<file path="src/rtl/mbe_pkg.sv">
`timescale 1ns / 1ps
package mbe_pkg;

	localparam int TBL_DEPTH = 48;
	localparam int IDX_W = 6;

	typedef logic signed [63:0] q_t;
	typedef logic [63:0] turn_t;
	typedef turn_t atan_tbl_t [TBL_DEPTH];

	localparam q_t QMAX = 64'sd140737488355327;
	localparam q_t INV_GAIN = 64'sd667681663043;
	localparam q_t TWO_Q = 64'sh0000_0200_0000_0000;
	localparam turn_t HALF_TURN = 64'h8000_0000_0000_0000;
	localparam turn_t QUARTER_TURN = 64'h4000_0000_0000_0000;
	localparam turn_t INV_TWO_PI = 64'h28BE_60DB_9391_054A;

	typedef enum logic {
		CM_VEC = 1'b0,
		CM_ROT = 1'b1
	} cordic_mode_t;

	typedef struct packed {
		logic         start;
		cordic_mode_t mode;
	} cordic_cmd_t;

	// restoring division, elaboration only
	function automatic logic [63:0] udiv64(input logic [63:0] num, input logic [63:0] den);
		logic [64:0] rem;
		logic [63:0] quo;
		rem = '0;
		quo = '0;
		for (int j = 63; j >= 0; j--) begin
			rem = {rem[63:0], num[j]};
			if (rem >= {1'b0, den}) begin
				rem = rem - {1'b0, den};
				quo[j] = 1'b1;
			end
		end
		return quo;
	endfunction

	function automatic turn_t atan_entry(input int i);
		logic [63:0] acc;
		logic [63:0] term;
		logic [127:0] prod;
		int e;
		acc = '0;
		if (i == 0) begin
			return 64'h2000_0000_0000_0000;
		end
		for (int k = 0; k < 64; k++) begin
			e = i * (2 * k + 1);
			if (e < 64) begin
				term = udiv64(64'd1 << (64 - e), 64'(2 * k + 1));
				if (k % 2 == 1) begin
					acc = acc - term;
				end else begin
					acc = acc + term;
				end
			end
		end
		prod = {64'd0, acc} * {64'd0, INV_TWO_PI};
		return prod[127:64];
	endfunction

	function automatic atan_tbl_t build_atan();
		atan_tbl_t t;
		for (int i = 0; i < TBL_DEPTH; i++) begin
			t[i] = atan_entry(i);
		end
		return t;
	endfunction

	localparam atan_tbl_t ATAN_TBL = build_atan();

	function automatic q_t sat_q(input q_t v);
		if (v > QMAX) begin
			return QMAX;
		end
		if (v < -QMAX) begin
			return -QMAX;
		end
		return v;
	endfunction

endpackage

</file>
<file path="src/rtl/mbe_mul.sv">
`timescale 1ns / 1ps
module mbe_mul (
	input  logic        clk,
	input  logic        arst_n,
	input  logic        start,
	input  mbe_pkg::q_t a,
	input  mbe_pkg::q_t b,
	output mbe_pkg::q_t p,
	output logic        done
);

	logic [63:0]  ma_q, mb_q;
	logic         neg_q;
	logic [127:0] acc_q;
	logic [1:0]   cnt_q;
	logic         run_q, fin_q, done_q;
	mbe_pkg::q_t  p_q;
	logic [63:0]  pp;
	logic [127:0] pp_sh;
	logic [46:0]  mag;

	assign pp = {32'd0, ma_q[cnt_q[1]*32 +: 32]} * {32'd0, mb_q[cnt_q[0]*32 +: 32]};

	always_comb begin
		case ({1'b0, cnt_q[1]} + {1'b0, cnt_q[0]})
			2'd0:    pp_sh = {64'd0, pp};
			2'd1:    pp_sh = {32'd0, pp, 32'd0};
			2'd2:    pp_sh = {pp, 64'd0};
			default: pp_sh = '0;
		endcase
	end

	assign mag = (acc_q[127:87] != '0) ? mbe_pkg::QMAX[46:0] : acc_q[86:40];

	always_ff @(posedge clk or negedge arst_n) begin
		if (!arst_n) begin
			run_q <= 1'b0;
			fin_q <= 1'b0;
			done_q <= 1'b0;
			cnt_q <= '0;
		end else begin
			done_q <= 1'b0;
			fin_q <= 1'b0;
			if (start) begin
				run_q <= 1'b1;
				cnt_q <= '0;
			end else if (run_q) begin
				cnt_q <= cnt_q + 2'd1;
				if (cnt_q == 2'd3) begin
					run_q <= 1'b0;
					fin_q <= 1'b1;
				end
			end
			if (fin_q) begin
				done_q <= 1'b1;
			end
		end
	end

	always_ff @(posedge clk) begin
		if (start) begin
			ma_q <= a[63] ? 64'(-a) : 64'(a);
			mb_q <= b[63] ? 64'(-b) : 64'(b);
			neg_q <= a[63] ^ b[63];
			acc_q <= '0;
		end else if (run_q) begin
			acc_q <= acc_q + pp_sh;
		end
		if (fin_q) begin
			p_q <= neg_q ? -$signed({17'd0, mag}) : $signed({17'd0, mag});
		end
	end

	assign p = p_q;
	assign done = done_q;

endmodule

</file>
<file path="config.mk">
export PLATFORM = sky130hd
export DESIGN_NAME = mbe_mul
export DESIGN_NICKNAME = d
export VERILOG_FILES = /design/src/rtl/mbe_pkg.sv /design/src/rtl/mbe_mul.sv
export SDC_FILE = /design/constraint.sdc
export NUM_CORES = 2
export LEC_CHECK = 0
export BUFFER_PORTS_ARGS = -buffer_cell sky130_fd_sc_hd__buf_2
export CELL_PAD_IN_SITES_DETAIL_PLACEMENT = 1
export CELL_PAD_IN_SITES_GLOBAL_PLACEMENT = 1
export CORE_ASPECT_RATIO = 0.75
export CORE_UTILIZATION = 35
export CTS_BUF_LIST = sky130_fd_sc_hd__clkbuf_8
export DETAILED_ROUTE_END_ITERATION = 8
export MAX_ROUTING_LAYER = met4
export PLACE_DENSITY = 0.63
export SETUP_SLACK_MARGIN = 0.1
export SLEW_MARGIN = 20
export SYNTH_ARGS = -nofsm -noshare
export SYNTH_HDL_FRONTEND = slang
export SYNTH_SLANG_ARGS = --single-unit
</file>
<file path="constraint.sdc">
create_clock -name clk -period 14.3 [get_ports clk]
set_input_delay 2.86 -clock clk [delete_from_list [all_inputs] [get_ports clk]]
set_output_delay 2.86 -clock clk [all_outputs]
set_load 0.01 [all_outputs]
</file>
==> results.md <==
- Startpoint Class: flop
- Kind of critical path: reg2reg
- Slew headroom: about 16%
- Syn nets: roughly 8000
- Hold_buf cts: 0
- Slew Viols, Final: 0
- Synth-to-Final Area Change: 9.35%
- Worst stage delay on the critical path: roughly 1.1 ns
- Clk sinks: about 330
- First-pass DRT Iterations: 8
- Largest net degree at the start of global routing: 75
- Post-synthesis compound-gate area fraction: about an eighth
- Nets: 8066
- Area share of the largest cell type after synthesis: 31.5%
- Drt drc: 0
- Post-Synth XOR/XNOR Area: 4.85%
- Post-synth cell types: 90
- Final WS setup: 0.354 ns
- CTS Buf Count: 66
- Number of I/O pins: slightly below 200
- Detailed Place HPWL: 199000 um
- Setup crit end kind: flop
- Post-Synthesis Cell Area: 57100 um2
- RD Place Congestion: about 1
- # rows: roughly 130
- Util after Layout: 38.8%
- #FFs+latches synth: 326
- RSZ-0062 raised after global routing: true
- Highest net fanout along the worst path: 18
- Total number of yosys warnings: 0
- Input/output buffers: 195
- Clock Path Buffers: 3
- WP data arrival: between 10 and 15 ns
- Routed WL: 239000 um
- Post-synthesis mux area share: 3.40%
- Synth top area cells: fa_1, edfxtp_1, ha_1, inv_1, nor2_1
- Max cap viols: 0
- Area leader, netlist: fa_1
- Die H: 352 um
- Vias: 49596
- Clock latency on the worst-skew pair: about 0.81 ns
- Worst Tran Pin Value: 1.24 ns
- Main combinational cell family by area after synthesis: adder cells
- Clock skew: 0.0600 ns
- Adder-cell area share of the yosys netlist: 40.2%
- Chip width: 468 um
- Hold Vio Cnt, Final: 0
- Min Clock Period, post-route: approximately 14 ns
- Core ar.: 161000 um2
- Wirelength per Cell: roughly 27 um
- Period utilization: 97.5%
- Initial Util: 35.5%
- Reg clk slew, reported paths: 0.08 ns
- DP Worst Slack: 0.170 ns
- Fmax: around 0.072 GHz
- Worst Hold Class: reg2reg
- Clock root cell: clkbuf_8
- Synth Area per Inst: 8.72 um2
- 1st-iter DRT viols: ~4400
- Sequential share of the synthesized area: 14.9%
- CP dominant cell by count: fa_1
- CTS H-tree lvls: 3
- Share of cells above drive strength 1: 9.40%
- Initial antenna violation count: 12
- Main synth FF type: edfxtp_1
- CP Data Required Time: 14.99 ns
- Global route overflow: 0
- Setup TNS: 0 ns
- Via density: 5.62
- Vias in the first global route: 50960
- Async SR Flop Fraction: 1.53%
- Mapped Cells: roughly 6500
- Post-Synth Simple-Gate Area: 16.2%
- Global-route wire length before repair: ~350000 um
- CP max stage cell: mux2i_2
- CTS tree: done
- Setup violators final: 0
- EDFF count, synth: 193
- Status: completed
- Total Routing Usage GR: 29.8%
- Top post-synthesis cells by count: inv_1, fa_1, nor2_1, nand2_1, ha_1
- Die area: around 160000 um2
- Final ANT Viol Nets: 0
- Most frequent cell after synthesis: inv_1
==> flip-flops by register name, indices dropped and copies added, names as in the netlist <==
register and count:
fin_q 1, p 64, ma_q 64, acc_q 128, done 1, run_q 1, neg_q 1, mb_q 64
cnt_q 2
==> cells by family after synthesis <==
logic type               after synthesis
AO/OA/AOI/OAI                       1090
XOR/XNOR                             316
adder cells (fa/ha/maj)             1293
buffers and inverters               1255
flip-flops                           326
multiplexers                         185
AND/OR/NAND/NOR                     2080
==> repair_timing <==
item | 4_1_cts | 5_1_grt
gates resized for setup | 2 | 5
endpoints found under the setup margin | 1 | 10
setup buffers | 0 | 1
==> worst max-delay path, delay by kind of cell (launching register included) <==
family / cells / cell delay, ns
AO/OA/AOI/OAI: 17 / 4.57
XOR/XNOR: 1 / 0.51
adder cells (fa/ha/maj): 10 / 4.79
buffers and inverters: 6 / 0.65
flip-flops: 1 / 0.78
multiplexers: 1 / 1.08
AND/OR/NAND/NOR: 5 / 1.42
==> routing by layer <==
metal	GRT usage (%)	part of all wire, %
met1	44.4	48
met2	40.3	40
met3	7.18	9.9
met4	6.17	1.8
met5	-	0
==> per-stage QoR <==
stage	cells	area [um2]	hold WS, ns
finish	8832	62400	0.477
global route	8828	62400	0.503
CTS	8820	62300	0.477
detailed placement	8701	61000	0.468
global placement	8701	61000	0.456
floorplan	6545	57100	0.443
==> placed cells by master, fill, tap and decap left out, drive strengths merged, types with 12 or more instances in the layout <==
master,instances
xor2,78
o21bai,58
clkinv,25
o31ai,47
fa,897
ha,396
o21a,26
inv,942
and4,17
a22o,50
buf,361
xnor2,238
a211oi,22
a21o,116
a221oi,12
dfxtp,128
nor2b,18
nand2,721
nand4,91
o22ai,20
mux2i,122
a21oi,301
mux2,62
nor2,863
or3,50
clkbuf,70
edfxtp,193
and3,25
or4,31
nand3,46
o21ai,266
nor4,37
a31oi,25
nand2b,31
nor3,51
o41ai,31
or2,15
o311ai,20
and2,62
==> worst paths after layout <==
check / startpoint / end / slack, ns / depth (start not counted)
hold reg to reg: acc_q[32] / acc_q[32] / 0.48 / 2
setup reg to reg: cnt_q[0] / acc_q[121] / 0.35 / 40
max in group asynchronous: arst_n / cnt_q[1] / 11.95 / 1
setup / recovery: cnt_q[0] / acc_q[121] / 0.35 / 40
min in group asynchronous: arst_n / run_q / 2.00 / 1
hold / removal: acc_q[32] / acc_q[32] / 0.48 / 2
==> cell type report <==
class	count	area [um2]
Inverter	922	3460
Tap cell	2128	2660
Fill cell	18866	98400
Multi-Input combinational cell	4964	44200
Antenna cell	11	27.5
Timing Repair Buffer	362	2270
Clock inverter	50	320
Sequential cell	326	8500
Clock buffer	69	950
Power is not shown: default switching activity piles up to over one toggle a cycle in this logic, so the estimate is an artifact.
